File: src/rtl/core/pfp_fifo.sv
// Small first-in first-out queue built from registers.
`timescale 1ns / 1ps

module pfp_fifo #(
  parameter int unsigned Width = 8,
  parameter int unsigned Depth = 2
) (
  input  logic             clk_i,
  input  logic             rst_ni,
  input  logic             push_i,
  input  logic [Width-1:0] wdata_i,
  input  logic             pop_i,
  output logic [Width-1:0] rdata_o,
  output logic             full_o,
  output logic             empty_o
);

  localparam int unsigned PtrW = (Depth > 1) ? $clog2(Depth) : 1;
  localparam int unsigned CntW = $clog2(Depth + 1);
  localparam logic [PtrW-1:0] LastPtr = PtrW'(Depth - 1);

  logic [Width-1:0] entry_q [Depth];
  logic [PtrW-1:0]  wptr_q, wptr_d;
  logic [PtrW-1:0]  rptr_q, rptr_d;
  logic [CntW-1:0]  count_q, count_d;
  logic             do_push, do_pop;

  assign full_o  = (count_q == CntW'(Depth));
  assign empty_o = (count_q == '0);
  assign rdata_o = entry_q[rptr_q];

  assign do_push = push_i & ~full_o;
  assign do_pop  = pop_i & ~empty_o;

  // Pointer and fill count update.
  always_comb begin
    wptr_d  = wptr_q;
    rptr_d  = rptr_q;
    count_d = count_q;
    if (do_push) begin
      wptr_d = (wptr_q == LastPtr) ? '0 : wptr_q + 1'b1;
    end
    if (do_pop) begin
      rptr_d = (rptr_q == LastPtr) ? '0 : rptr_q + 1'b1;
    end
    if (do_push && !do_pop) begin
      count_d = count_q + 1'b1;
    end else if (do_pop && !do_push) begin
      count_d = count_q - 1'b1;
    end
  end

  always_ff @(posedge clk_i or negedge rst_ni) begin
    if (!rst_ni) begin
      wptr_q  <= '0;
      rptr_q  <= '0;
      count_q <= '0;
    end else begin
      wptr_q  <= wptr_d;
      rptr_q  <= rptr_d;
      count_q <= count_d;
    end
  end

  // Entry storage.
  always_ff @(posedge clk_i) begin
    if (do_push) begin
      entry_q[wptr_q] <= wdata_i;
    end
  end

endmodule

File: config.mk
export PLATFORM = sky130hd
export DESIGN_NAME = pfp_fifo
export DESIGN_NICKNAME = d
export VERILOG_FILES = /design/src/rtl/core/pfp_fifo.sv
export SDC_FILE = /design/constraint.sdc
export NUM_CORES = 1
export LEC_CHECK = 0
export BUFFER_PORTS_ARGS = -buffer_cell sky130_fd_sc_hd__buf_2
export CORE_AREA = 2 2 45 47
export DETAILED_ROUTE_END_ITERATION = 7
export DIE_AREA = 0 0 47 49
export GPL_ROUTABILITY_DRIVEN = 0
export HOLD_SLACK_MARGIN = 0.12
export PLACE_DENSITY = 0.69
export SETUP_SLACK_MARGIN = 0.1
export SLEW_MARGIN = 10
export SYNTH_ARGS = -nofsm -noshare
export SYNTH_HDL_FRONTEND = slang
export SYNTH_SLANG_ARGS = --single-unit
File: constraint.sdc
create_clock -name clk_i -period 1.8 [get_ports clk_i]
set_input_delay 0.18 -clock clk_i [delete_from_list [all_inputs] [get_ports clk_i]]
set_output_delay 0.18 -clock clk_i [all_outputs]
set_load 0.03 [all_outputs]
After elaboration in Yosys (flattened, before gate mapping):

Memories as Yosys holds them, arrays and structs flattened.
Cells that the tools add are included.
Widths: inputs -> output; s select.

* add/subtract/negate cells: 4
* equal/unequal tests: 1
* multiplexer cells: 6
* bitwise operators: 4
* reduce and logical (&&, ||, !) cells: 6

Operators by type and width (count)
* $mux 1: 4
* $mux 2: 2
* $add 1x1->1 const B: 2
* $add 2x1->2 const B: 1
* $and 1x1->1: 2
* $eq 2x2->1 const B: 1
* $logic_and 1x1->1: 2
* $logic_not 1->1: 2
* $logic_not 2->1: 1
* $not 1->1: 2
* $reduce_bool 2->1: 1
* $sub 2x1->2 const B: 1

* register bits: 4
* memory bits (writable): 16
* bits of input ports: 12
* output and inout port bits: 10
* memories kept: 1

Memories
* entry_q: depth 2, bits a word 8, read ports 1, clocked after memory_dff 0, write ports 1, line 22 `logic [Width-1:0] entry_q [Depth];`

Logic depth before layout (Yosys ltp):

* depth after elaboration: 7
* depth in mapped cells: 7
* mapped depth without buffers: 7

Least setup slack after synthesis:

Ideal clock, no wire load.

* kind: reg2reg
* start: reg count_q[0]
* end: mem entry_q[0][0], enable pin
* library setup time: 0.370 ns
* data arrival time: 1.022 ns
* required time: 1.430 ns
* slack: 0.408 ns
* stages on the path, launching flop included: 4
* buffers on the path: 0
* cells stage by stage: dfrtp_1 -> nand2b_1 -> nand2_2 -> nor2_1

* word-level cells in the longest chain between the ends: 5

RTL lines
* start, declared: line 25 `logic [CntW-1:0] count_q, count_d;`
* start signal, assigned: line 61 `count_q <= count_d;`
* $eq 2x2->1: line 28 `assign full_o = (count_q == CntW'(Depth));`
* $not 1->1: line 32 `assign do_push = push_i & ~full_o;`
* $and 1x1->1: line 32
* $mux 1: line 67 `if (do_push) begin`
* $mux 1 (implied by the code): line 68 `entry_q[wptr_q] <= wdata_i;`
* end, declared: line 22

No other way between the ends.

Worst setup path after layout:

* start: reg rptr_q
* end: out rdata_o[7]

* word-level cells in the longest chain between the ends: 1

RTL lines
* start, declared: line 24 `logic [PtrW-1:0] rptr_q, rptr_d;`
* start signal, assigned: line 60 `rptr_q <= rptr_d;`
* $mem_v2 2x8
* end, declared: line 13 `output logic [Width-1:0] rdata_o,`

No other way between the ends.

==> flow_metrics.py <==
metrics = {
    "die": {
        "die_h_um": 49,
        "fp-row-count": 16,
        "die_area_um2": 2300,
        "start_util": 0.425,
        "die_w_um": 47,
        "core_um2": 1840,
        "ios": 22,
    },
    "route": {
        "via_per_inst": 4.33,
        "via_count": 455,
        "drt_first_iter_violations": 3,
        "routedWlPerCell_um": 11.0,
        "dr.pass1.iters": 2,
        "drc_errors": 0,
        "finalWirelength_um": 1150,
        "drtAntennaViolNets": 0,
    },
    "synthesis": {
        "syn_inst": 44,
        "yosys.area.top_type": "edfxtp_1",
        "synth_top_area_share": 0.614,
        "synth_top_family_by_area": "multiplexers",
        "ys_seq_area_frac": 0.742,
        "netlist_area_um2": 782,
        "synth_compound_area_frac": 0.00640,
        "ys.warnings.count": 0,
        "synthesis.nets": 57,
        "ys_top_cells_by_area": "edfxtp_1 61%, dfrtp_1 13%, mux2_1 8.6%, mux2_2 2.9%, xnor2_1 2.2%",
        "synthDistinctLibCells": 15,
        "synth_mux_area_frac": 0.115,
        "synth-simple-area-share": 0.0384,
        "syn_avg_cell_area_um2": 17.8,
        "synth_fa_ha_area_frac": 0.0160,
        "synth_xor_area_frac": 0.0656,
        "synth_seq_cells": 20,
    },
    "worst_setup_path": {
        "r2r_slack_ns": 0.35,
        "slowest_stage": "dfrtp_2",
        "slowest_delay_ns": 0.51,
        "worstSetupPathType": "reg2out",
        "cp_cell_sequence": "mux2_2 -> buf_2",
        "reg2regPathDepth": 6,
        "critPathLaunchType": "flop",
        "r2r_end": "count_q[1]",
        "arrival_ns": 1.33,
        "crit_fanout": 9,
        "worstSetupEndpointType": "primary output",
        "r2r-start": "count_q[0]",
        "crit_required_ns": 1.62,
    },
    "worst_hold_path": {
        "hold_end": "wptr_q",
        "hp-start": "push_i",
        "holdPathStages": 3,
        "holdCritPathClass": "in2reg",
    },
    "global_routing": {
        "grt_overflow_total": 0,
        "grt_pass1_vias": 448,
        "grt_pass1_wl_um": 1850,
        "antenna_found_initial": 0,
        "grt_usage": 0.116,
        "grt_start_max_net_pins": 12,
    },
    "finish": {
        "ff_latch_area_um2": 582,
        "drive_gt1_frac": 0.397,
        "nFillCells": 158,
        "antenna_cells": 0,
        "area_growth_syn_to_layout_pct": 34.4,
        "multi_input_area_um2": 189,
        "layout.nets": 92,
    },
    "sta": {
        "setup_viol": 0,
        "hold_ws_ns": 0.171,
        "slew_headroom": 0.731,
        "fin_worst_skew_ns": 0.00280,
        "min_period_ns": 1.51,
        "grt_setup_unrepaired": "false",
        "tightest_slew_ns": 0.404,
        "fin_setup_tns_ns": 0,
        "drv_slew": 0,
        "finalCritPeriodShare": 0.840,
        "fmax_ghz": 0.661,
        "hold_viol": 0,
    },
    "clocking": {
        "cts_max_level": 1,
        "clock-root-buffer": "clkbuf_4",
        "cts.sinks": 20,
        "clkSlewWorstSetupHoldPaths_ns": 0.10,
        "cts_buffers": 3,
        "clk_latency_ns": 0.29,
        "cts_tree": "done",
        "ctsLongestPathBuffers": 2,
    },
    "run_status": {
        "status": "finished, final reports clean",
    },
    "power_and_ir_drop": {
        "power_density_nw_per_um2": 1560,
        "p_leak_nw": 0.437,
        "peakVddDrop_mv": 0.949,
        "power.total_mw": 1.64,
    },
    "placed_design": {
        "port_buffers": 21,
    },
    "job": {
        "drv_cap": 0,
    },
}
how the worst max path moves through the flow:
stage | start | end | slack, ns
after global routing | count_q[0] | count_q[1] | 0.21
after global placement | count_q[0] | count_q[1] | 0.39
after CTS | rptr_q | rdata_o[7] | 0.14
after detailed placement | count_q[0] | count_q[1] | 0.34
final | rptr_q | rdata_o[7] | 0.29
after floorplan | count_q[0] | entry_q[0][0] | 0.41
placed cells by master (no fill, tap or decap):
cell type	instances
and3_1	1
buf_2	21
buf_4	1
clkbuf_4	3
clkbuf_8	1
dfrtp_1	3
dfrtp_2	1
dlygate4sd3_1	9
edfxtp_1	16
ha_1	1
inv_1	2
mux2_1	6
mux2_2	2
nand2_2	1
nand2b_1	1
nor2_1	3
o21ai_1	1
xnor2_1	2
xnor2_2	1
xor2_1	2
synthesized netlist by cell type, drive strengths merged:
master	number
xnor2	3
xor2	2
o21ai	1
nand2b	1
and3	1
ha	1
mux2	8
nor2	3
buf	1
inv	2
dfrtp	4
edfxtp	16
nand2	1
critical path, delay by kind of cell (launching register included):
kind	cells	cell delay, ns
multiplexers	1	0.36
buffers and inverters	1	0.17
flip-flops	1	0.51
kinds of logic (layout without fill, tap and decap cells):
family / Yosys count / in the layout
flops: 20 / 20
mux: 8 / 8
simple gates: 6 / 6
xor+xnor: 5 / 5
buf+inv: 3 / 37
fa+ha+maj: 1 / 1
compound gates: 1 / 1
flip-flops by register name, indices dropped and copies added, names as in the netlist:
register,flops
rptr_q,1
wptr_q,1
count_q,2
entry_q,16
area by class of cell:
cell class	instances	share of cell area
clock buffer	4	0.0345
inverter	2	0.00714
multi-input combinational	21	0.180
sequential	20	0.554
tap	27	0.0321
timing repair buffer	31	0.193
metrics by stage:
stage           util  setup slack (ns)  instances  cell area [um2]
5_1_grt        0.571             0.208        105             1050
3_3_place_gp   0.501             0.395         92              923
2_1_floorplan      -             0.408         44              782
4_1_cts        0.570             0.144        105             1050
3_5_place_dp   0.501             0.342         92              923
6_report       0.571             0.287        105             1050
layer usage:
layer,global-route usage,share of wire
met2,0.185,0.50
met1,0.136,0.44
met4,0.0556,0
met5,0,0
met3,0.0370,0.053
repair_timing:
item,4_1_cts,5_1_grt
resized for setup,0,1
setup endpoints to repair,0,7
hold endpoints to repair,20,0
hold buffers,9,0
setup buffers,0,0
report_power, final:
part           internal (mW)  switching, mW  total, mW
logic                  0.261          0.387      0.647
registers              0.649          0.101      0.750
clock network          0.123          0.122      0.245
No activity file was read; power rests on OpenSTA's default activity.
