`src/rtl/core/pfp_pkg.sv`:
```
// Shared types and constants of the page framebuffer plotter.
`timescale 1ns / 1ps

package pfp_pkg;

  // Input command codes.
  localparam logic [1:0] CMD_PLOT    = 2'd0;
  localparam logic [1:0] CMD_CLEAR   = 2'd1;
  localparam logic [1:0] CMD_REFRESH = 2'd2;

  // Panel command bytes at the head of each page.
  localparam logic [7:0] PAGE_CMD_BASE = 8'hB0;
  localparam logic [7:0] COL_LOW_CMD   = 8'h00;
  localparam logic [7:0] COL_HIGH_CMD  = 8'h10;

  // Operations handed from the front end to the back end.
  typedef enum logic [1:0] {
    OP_PLOT  = 2'd0,
    OP_CLEAR = 2'd1,
    OP_EMIT  = 2'd2,
    OP_READ  = 2'd3
  } op_kind_e;

  // Operation bits beside the store address: kind, data byte and one flag.
  localparam int unsigned OP_FIXED_W = $bits(op_kind_e) + 8 + 1;

  // One result item.
  typedef struct packed {
    logic [7:0] byte_out;
    logic       is_data;
    logic       frame_end;
  } result_t;

endpackage

```
`src/rtl/core/pfp_front.sv`:
```
// Front end: takes input items, tracks the refresh stream and issues store operations.
`timescale 1ns / 1ps

module pfp_front
  import pfp_pkg::*;
#(
  parameter int unsigned COLUMNS = 128,
  parameter int unsigned PAGES   = 8,
  parameter int unsigned AddrW   = 10
) (
  input  logic                        clk_i,
  input  logic                        rst_ni,
  input  logic                        push_i,
  input  logic                        full_i,
  input  logic [1:0]                  command_i,
  input  logic [7:0]                  x_pos_i,
  input  logic [7:0]                  y_pos_i,
  input  logic                        fill_i,
  output logic                        op_push_o,
  output logic [AddrW+OP_FIXED_W-1:0] op_o
);

  localparam int unsigned PageW = (PAGES > 1) ? $clog2(PAGES) : 1;
  localparam int unsigned ColW  = $clog2(COLUMNS);
  localparam int unsigned SlotW = $clog2(COLUMNS + 3);
  localparam logic [SlotW-1:0] LastSlot = SlotW'(COLUMNS + 2);
  localparam logic [PageW-1:0] LastPage = PageW'(PAGES - 1);
  localparam logic [8:0]       MaxX     = 9'(COLUMNS - 1);
  localparam logic [8:0]       MaxY     = 9'(8 * PAGES - 1);

  typedef struct packed {
    op_kind_e         kind;
    logic [AddrW-1:0] addr;
    logic [7:0]       data;
    logic             flag;
  } op_t;

  logic [PageW-1:0] page_q, page_d;
  logic [SlotW-1:0] slot_q, slot_d;
  logic             accept;
  logic             on_panel;
  logic [PageW-1:0] plot_page;
  logic [ColW-1:0]  plot_col;
  logic [SlotW-1:0] slot_col;
  logic [ColW-1:0]  read_col;
  op_t              op;

  assign accept   = push_i & ~full_i;
  assign on_panel = ({1'b0, x_pos_i} <= MaxX) && ({1'b0, y_pos_i} <= MaxY);

  // The picture is stored upside down: low rows land in the last page.
  assign plot_page = LastPage - PageW'(y_pos_i[7:3]);
  assign plot_col  = x_pos_i[ColW-1:0];

  // Data bytes follow three command bytes within each page.
  assign slot_col = slot_q - SlotW'(3);
  assign read_col = slot_col[ColW-1:0];

  // Classify the item and build the operation for the back end.
  always_comb begin
    op        = '{kind: OP_PLOT, addr: '0, data: '0, flag: 1'b0};
    op_push_o = 1'b0;
    page_d    = page_q;
    slot_d    = slot_q;
    if (accept) begin
      unique case (command_i)
        CMD_PLOT: begin
          op.kind   = OP_PLOT;
          op.addr   = AddrW'(int'(plot_col) * PAGES + int'(plot_page));
          op.data   = 8'h80 >> y_pos_i[2:0];
          op.flag   = fill_i;
          op_push_o = on_panel;
        end
        CMD_CLEAR: begin
          op.kind   = OP_CLEAR;
          op_push_o = 1'b1;
        end
        CMD_REFRESH: begin
          op_push_o = 1'b1;
          if (slot_q == SlotW'(0)) begin
            op.kind = OP_EMIT;
            op.data = PAGE_CMD_BASE + 8'(page_q);
          end else if (slot_q == SlotW'(1)) begin
            op.kind = OP_EMIT;
            op.data = COL_LOW_CMD;
          end else if (slot_q == SlotW'(2)) begin
            op.kind = OP_EMIT;
            op.data = COL_HIGH_CMD;
          end else begin
            op.kind = OP_READ;
            op.addr = AddrW'(int'(read_col) * PAGES + int'(page_q));
            op.flag = (page_q == LastPage) && (slot_q == LastSlot);
          end
          // Step through the stream and wrap after the last page.
          if (slot_q == LastSlot) begin
            slot_d = '0;
            page_d = (page_q == LastPage) ? '0 : page_q + 1'b1;
          end else begin
            slot_d = slot_q + 1'b1;
          end
        end
        default: begin
          op_push_o = 1'b0;
        end
      endcase
    end
  end

  assign op_o = op;

  always_ff @(posedge clk_i or negedge rst_ni) begin
    if (!rst_ni) begin
      page_q <= '0;
      slot_q <= '0;
    end else begin
      page_q <= page_d;
      slot_q <= slot_d;
    end
  end

endmodule

```
`config.mk`:
```
export PLATFORM = sky130hd
export DESIGN_NAME = pfp_front
export DESIGN_NICKNAME = d
export VERILOG_FILES = /design/src/rtl/core/pfp_pkg.sv /design/src/rtl/core/pfp_front.sv
export SDC_FILE = /design/constraint.sdc
export NUM_CORES = 1
export LEC_CHECK = 0
export BUFFER_PORTS_ARGS = -buffer_cell sky130_fd_sc_hd__buf_2
export CORE_ASPECT_RATIO = 1.4
export CORE_MARGIN = 4
export CORE_UTILIZATION = 51
export DETAILED_ROUTE_END_ITERATION = 16
export PLACE_DENSITY_LB_ADDON = 0.05
export SYNTH_ARGS = -nofsm -noshare
export SYNTH_HDL_FRONTEND = slang
export SYNTH_SLANG_ARGS = --single-unit
export TNS_END_PERCENT = 30
```
`constraint.sdc`:
```
create_clock -name clk_i -period 4.87 [get_ports clk_i]
set_clock_uncertainty 0.15 [all_clocks]
set_input_delay 0.487 -clock clk_i [delete_from_list [all_inputs] [get_ports clk_i]]
set_output_delay 0.487 -clock clk_i [all_outputs]
set_load 0.05 [all_outputs]
```
After elaboration in Yosys (flattened, before gate mapping)
Cells that the tools add are included.

word-level totals
  bits in registers = 11
  input bits = 23
  output and inout port bits = 22
  logic and storage cells = 46

operators by class
  $add $sub $neg = 7
  order comparisons = 2
  equal/unequal tests = 6
  shift-type cells = 1
  muxes and demuxes = 19
  bitwise gates (word level) = 2
  reductions and logical operators = 7

operators by type and width
  cell                 number
  $pmux 19 s2          1
  $mux 10              3
  $mux 21              1
  $add 10x3->10        2
  $mux 8               2
  $mux 5               2
  $add 8x1->8 const B  1
  $add 8x3->8 const A  1
  $eq 8x1->1 const B   1
  $eq 8x2->1 const B   1
  $eq 8x8->1 const B   1
  $le 8x6->1 const B   1
  $le 8x7->1 const B   1
  $logic_not 8->1      1
  $shr 8x3->8 const A  1
  $sub 7x2->7 const B  1
  $mux 1               6
  $pmux 2 s2           1
  $add 3x1->3 const B  1
  $eq 3x3->1 const B   1
  $mux 3               1
  $reduce_and 3->1     1
  $sub 3x3->3 const A  1
  $eq 2x1->1 const B   1
  other kinds (9)      10

Logic depth before layout (Yosys ltp)
  depth in word-level cells = 7
  gate-level depth with buffers = 7

Worst setup path after synthesis
Ideal clock, no wire load.

  kind = in2out
  from = input command_i[0]
  to = output op_o[7]
  arrival = 2.573 ns
  data required time = 4.233 ns
  path slack = 1.660 ns
  stages = 4
  cell sequence = inv_1 ha_1 nand2_1 nor4b_1

between the ends
  longest elaborated chain between the ends = 3

RTL lines
  element                                               line             text
  start, declared                                       pfp_front.sv:15  input logic [1:0] command_i,
  $eq 2x2->1 / $logic_not 2->1 (equally long branches)  pfp_front.sv:66  unique case (command_i)
  $pmux 19 s2 *                                         pfp_front.sv:66
  $mux 21 *                                             pfp_front.sv:65  if (accept) begin
  end, declared                                         pfp_front.sv:20  output logic [AddrW+OP_FIXED_W-1:0] op_o

Every way passes the cells marked *; elsewhere a longest branch is shown, timed or not.

Worst setup path after layout
  from = register slot_q[3]
  to = output op_o[16]

between the ends
  longest elaborated chain between the ends = 7

RTL lines
  element                 line              text
  start, declared         pfp_front.sv:39   logic [SlotW-1:0] slot_q, slot_d;
  start signal, assigned  pfp_front.sv:117  slot_q <= slot_d;
  $sub 7x2->7             pfp_front.sv:56   assign slot_col = slot_q - SlotW'(3);
  $add 10x3->10           pfp_front.sv:91   op.addr = AddrW'(int'(read_col) * PAGES + int'(page_q));
  $mux 10                 pfp_front.sv:86   end else if (slot_q == SlotW'(2)) begin
  $mux 10                 pfp_front.sv:83   end else if (slot_q == SlotW'(1)) begin
  $mux 10 *               pfp_front.sv:80   if (slot_q == SlotW'(0)) begin
  $pmux 19 s2 *           pfp_front.sv:66
  $mux 21 *               pfp_front.sv:65

Marks and branches as above.

==> flow_metrics.env <==
export IMPL_result_of_the_run="complete, no violations"
export IMPL_finalCritPeriodShare_pct=60.7
export IMPL_crit_path_start="slot_q[3]"
export IMPL_timing_critical_path_max_delay_family="simple AND/OR/NAND/NOR gates"
export IMPL_diodes=0
export IMPL_ioPinCount=45
export IMPL_power_sequential_fraction_pct=35.4
export IMPL_post_synth_instance_area_um2=1050
export IMPL_share_of_final_layout_standard_cells_stronger_than_drive_strength_1_pct=30.8
export IMPL_finalNetCount=207
export IMPL_cts_buffers_inserted=3
export IMPL_final_fill_count=187
export IMPL_critical_path_reg2reg_startpoint="slot_q[3]"
export IMPL_vdd_drop_max_mv=0.305
export IMPL_finalWeightedCongestion=0.816
export IMPL_finalSetupTns_ns=0
export IMPL_drc=0
export IMPL_dr_total_vias=1075
export IMPL_tritoncts_num_sinks=11
export IMPL_cell_internal_pwr_w=0.000208
export IMPL_final_hold_viol_count=0
export IMPL_slew_violations=0
export IMPL_max_cap_violations=0
export IMPL_crit_path_max_incr_delay_ns=0.59
export IMPL_clk_transition_reported_paths_ns=0.06
export IMPL_pwr_density_cell_nw_per_um2=278
export IMPL_areaGrowthSynthToFinish_pct=23.9
export IMPL_placedInstanceArea_um2=1270
export IMPL_dieArea_um2=2870
export IMPL_worstSkewPairLatency_ns=0.25
export IMPL_tightestPinTransition_ns=0.433
export IMPL_max_clock_freq_mhz=339
export IMPL_multiInputGateArea_um2=716
export IMPL_synthesis_yosys_warnings=0
export IMPL_yosys_register_bits=11
export IMPL_cts_htree_levels=1
export IMPL_cp_required_ns=4.23
export IMPL_setup_viol=0
export IMPL_cell_count_after_synthesis=129
export IMPL_crit_path_cell_trace="or4_4 -> or4_4 -> nand2_2 -> o21ai_0 -> buf_2"
export IMPL_cell_taking_the_most_area_after_synthesis="sky130_fd_sc_hd__dfrtp_1"
export IMPL_hp_start="page_q[2]"
export IMPL_syn_num_nets=163
export IMPL_grt_pass1_vias=988
export IMPL_die_width_um=46.4
export IMPL_per_instance_average_area_after_synthesis_um2=8.17
export IMPL_hpwlAfterDp_um=2140
export IMPL_critical_path_top_cell_by_count="sky130_fd_sc_hd__or4_4"
export IMPL_drt_pass1_iterations=4
export IMPL_total_leakage_power_nw=0.661
export IMPL_wirelength_um=2550
export IMPL_switching_power_w=0.000155
export IMPL_hp_class="reg2reg"
export IMPL_critPathSlowestCell="sky130_fd_sc_hd__or4_4"
export IMPL_initialDrtViolationCount=13
export IMPL_routed_wire_length_per_instance_um=13.2
export IMPL_cts_root_buffer="sky130_fd_sc_hd__clkbuf_4"
export IMPL_sw_frac_of_total_pct=42.7
export IMPL_die_h_um=61.8
export IMPL_placementRows=19
export IMPL_final_period_minus_worst_setup_slack_ns=2.95
export IMPL_buffer_and_inverter_count_on_the_worst_path=1
export IMPL_design_core_area_um2=1970
export IMPL_synth_seq_area_share_pct=26.1
export IMPL_maximum_number_of_pins_on_one_net_before_global_route_repair=13
export IMPL_grt_first_pass_wirelength_um=3950
export IMPL_route_detailed_vias_per_inst=5.57
export IMPL_final_core_util_pct=66.1
export IMPL_antenna_found_initial=0
export IMPL_clock_path_buffers=2
export IMPL_start_util_pct=53.4
export IMPL_timing_setup_critical_path_class="reg2out"
export IMPL_grt_setup_unrepaired="false"
export IMPL_timing_critical_path_fanout_max=9
export IMPL_globalRouteOverflowTotal=0
export IMPL_netlist_cell_type_count=36
export IMPL_regArea_um2=275
export IMPL_place_port_buffers=44
export IMPL_timing_max_slew_rel_slack_pct=71.1
export IMPL_netlist_top_cells_area="sky130_fd_sc_hd__dfrtp_1 26%, sky130_fd_sc_hd__ha_1 13%, sky130_fd_sc_hd__nand2_1 6.4%"
export IMPL_worst_ep_arrival_time_ns=2.32
export IMPL_synth_top_cell_area_share_pct=26.1
export IMPL_ant_nets=0
export IMPL_overall_fraction_of_global_route_tracks_in_use_pct=18.1
export IMPL_final_instance_count_excl_fill=193
export IMPL_endpoint_kind="primary output"
export IMPL_design_area_um2=1310
export IMPL_cts_tree="built"
export IMPL_clkPwrFrac_pct=15.4
export IMPL_timing_critical_path_from_type="flip-flop"
export IMPL_combinational_group_share_of_total_power_pct=49.2
export IMPL_placed_cells_incl_taps=188
## cell usage after synthesis
cell type / number
sky130_fd_sc_hd__a32o_1: 2
sky130_fd_sc_hd__a31oi_1: 1
sky130_fd_sc_hd__o21ai_0: 10
sky130_fd_sc_hd__mux2i_1: 1
sky130_fd_sc_hd__or4_4: 2
sky130_fd_sc_hd__nor4_1: 1
sky130_fd_sc_hd__o31ai_1: 1
sky130_fd_sc_hd__o221ai_1: 1
sky130_fd_sc_hd__or3_4: 1
sky130_fd_sc_hd__nand4_1: 5
sky130_fd_sc_hd__and2_1: 2
sky130_fd_sc_hd__buf_6: 1
sky130_fd_sc_hd__a21oi_1: 3
sky130_fd_sc_hd__nor3_1: 7
sky130_fd_sc_hd__o211ai_1: 1
sky130_fd_sc_hd__nand3_1: 3
sky130_fd_sc_hd__nor2b_1: 2
sky130_fd_sc_hd__o22ai_1: 4
sky130_fd_sc_hd__nor3b_1: 1
sky130_fd_sc_hd__o41ai_1: 1
sky130_fd_sc_hd__xnor2_1: 6
sky130_fd_sc_hd__nand2_1: 18
sky130_fd_sc_hd__o32ai_1: 2
sky130_fd_sc_hd__mux2_1: 2
sky130_fd_sc_hd__nand2b_1: 2
sky130_fd_sc_hd__nor2_1: 6
sky130_fd_sc_hd__inv_1: 8
sky130_fd_sc_hd__nand2_2: 1
sky130_fd_sc_hd__nor4b_1: 2
sky130_fd_sc_hd__clkbuf_1: 3
sky130_fd_sc_hd__and3b_1: 1
sky130_fd_sc_hd__ha_1: 11
sky130_fd_sc_hd__dfrtp_1: 11
sky130_fd_sc_hd__buf_2: 2
sky130_fd_sc_hd__xor2_1: 3
sky130_fd_sc_hd__nor2_4: 1
## worst register-to-register path: cells and delay by family (launching register included)
family	cells	cell delay [ns]
flip-flops	1	0.47
multiplexers	1	0.34
AND/OR/NAND/NOR	3	1.16
## final cells by class
| cell class | instances | share of cell area [%] |
|---|---|---|
| Timing Repair Buffer | 45 | 17.6 |
| Clock buffer | 3 | 1.73 |
| Multi-Input combinational cell | 104 | 54.8 |
| Sequential cell | 11 | 21.1 |
| Clock inverter | 1 | 0.384 |
| Inverter | 8 | 2.30 |
| Tap cell | 21 | 2.01 |
## layer usage
layer | vias up | share of wire [%] | track usage, %
met2 | 35 | 53 | 33.3
met4 | 0 | 1.2 | 7.32
met3 | 4 | 6.0 | 3.17
li1 | 546 | - | -
met1 | 490 | 40 | 20.1
met5 | - | 0 | 0
## flip-flops by register name, summed over array words and instances, names as in the netlist
signal and count:
slot_q 8, page_q 3
## per-stage QoR
step           setup slack [ns]  hold slack, ns  power [W]
6_report                   1.92           0.404   0.000363
5_1_grt                    1.81           0.424   0.000394
4_1_cts                    1.89           0.400   0.000367
3_5_place_dp               2.13           0.206   0.000309
3_3_place_gp               2.19           0.202   0.000303
2_1_floorplan              1.66          0.0414   0.000272
## power by group through the flow
| stage | Sequential, W | Combinational [W] | Clock [W] |
|---|---|---|---|
| after floorplan | 0.000113 | 0.000159 | 0 |
| after detailed placement | 0.000130 | 0.000179 | 0 |
| final | 0.000129 | 0.000179 | 0.0000561 |
| after global placement | 0.000128 | 0.000175 | 0 |
| after CTS | 0.000128 | 0.000180 | 0.0000593 |
| after global routing | 0.000131 | 0.000199 | 0.0000631 |
## cell usage in the layout (no fill, tap or decap), types with 2 or more instances in the layout
| cell type | instances |
|---|---|
| sky130_fd_sc_hd__nand2_1 | 18 |
| sky130_fd_sc_hd__nand2b_1 | 2 |
| sky130_fd_sc_hd__dfrtp_1 | 11 |
| sky130_fd_sc_hd__o32ai_1 | 2 |
| sky130_fd_sc_hd__nand4_1 | 5 |
| sky130_fd_sc_hd__o22ai_1 | 4 |
| sky130_fd_sc_hd__nor3_1 | 7 |
| sky130_fd_sc_hd__ha_1 | 11 |
| sky130_fd_sc_hd__clkbuf_4 | 3 |
| sky130_fd_sc_hd__nor2_1 | 6 |
| sky130_fd_sc_hd__or4_4 | 2 |
| sky130_fd_sc_hd__o21ai_0 | 10 |
| sky130_fd_sc_hd__a32o_1 | 2 |
| sky130_fd_sc_hd__and2_1 | 2 |
| sky130_fd_sc_hd__buf_2 | 44 |
| sky130_fd_sc_hd__nor2b_1 | 2 |
| sky130_fd_sc_hd__nand3_1 | 3 |
| sky130_fd_sc_hd__a21oi_1 | 3 |
| sky130_fd_sc_hd__xor2_1 | 3 |
| sky130_fd_sc_hd__inv_1 | 8 |
| sky130_fd_sc_hd__nor4b_1 | 2 |
| sky130_fd_sc_hd__mux2_1 | 2 |
| sky130_fd_sc_hd__xnor2_1 | 6 |
## logic make-up (layout without fill, tap and decap cells)
kind of cell    Yosys count  count (layout)  synth area share, %
simple gates             55              55                 28.5
xor+xnor                  9               9                 7.48
mux                       3               3                 3.09
fa+ha+maj                11              11                 13.1
compound gates           26              26                 15.8
flops                    11              11                 26.1
buf+inv                  14              57                 5.94
## worst paths after layout
kind                                   to  slack [ns]  depth (start not counted)
worst max-delay path             op_o[16]        1.92                          5
worst max register to register  page_q[2]        2.65                          4
max in group asynchronous       slot_q[3]        3.91                          2
min in group asynchronous       slot_q[5]        0.48                          2
worst min register to register  page_q[2]        0.40                          1
worst min-delay path            page_q[2]        0.40                          1
## repair_timing
action                                 4_1_cts  5_1_grt
hold buffers                                 1        0
setup buffers                                0        0
endpoints found under the hold margin       11        0
resized for setup                            0        0
(Power assumes the default switching activity.)
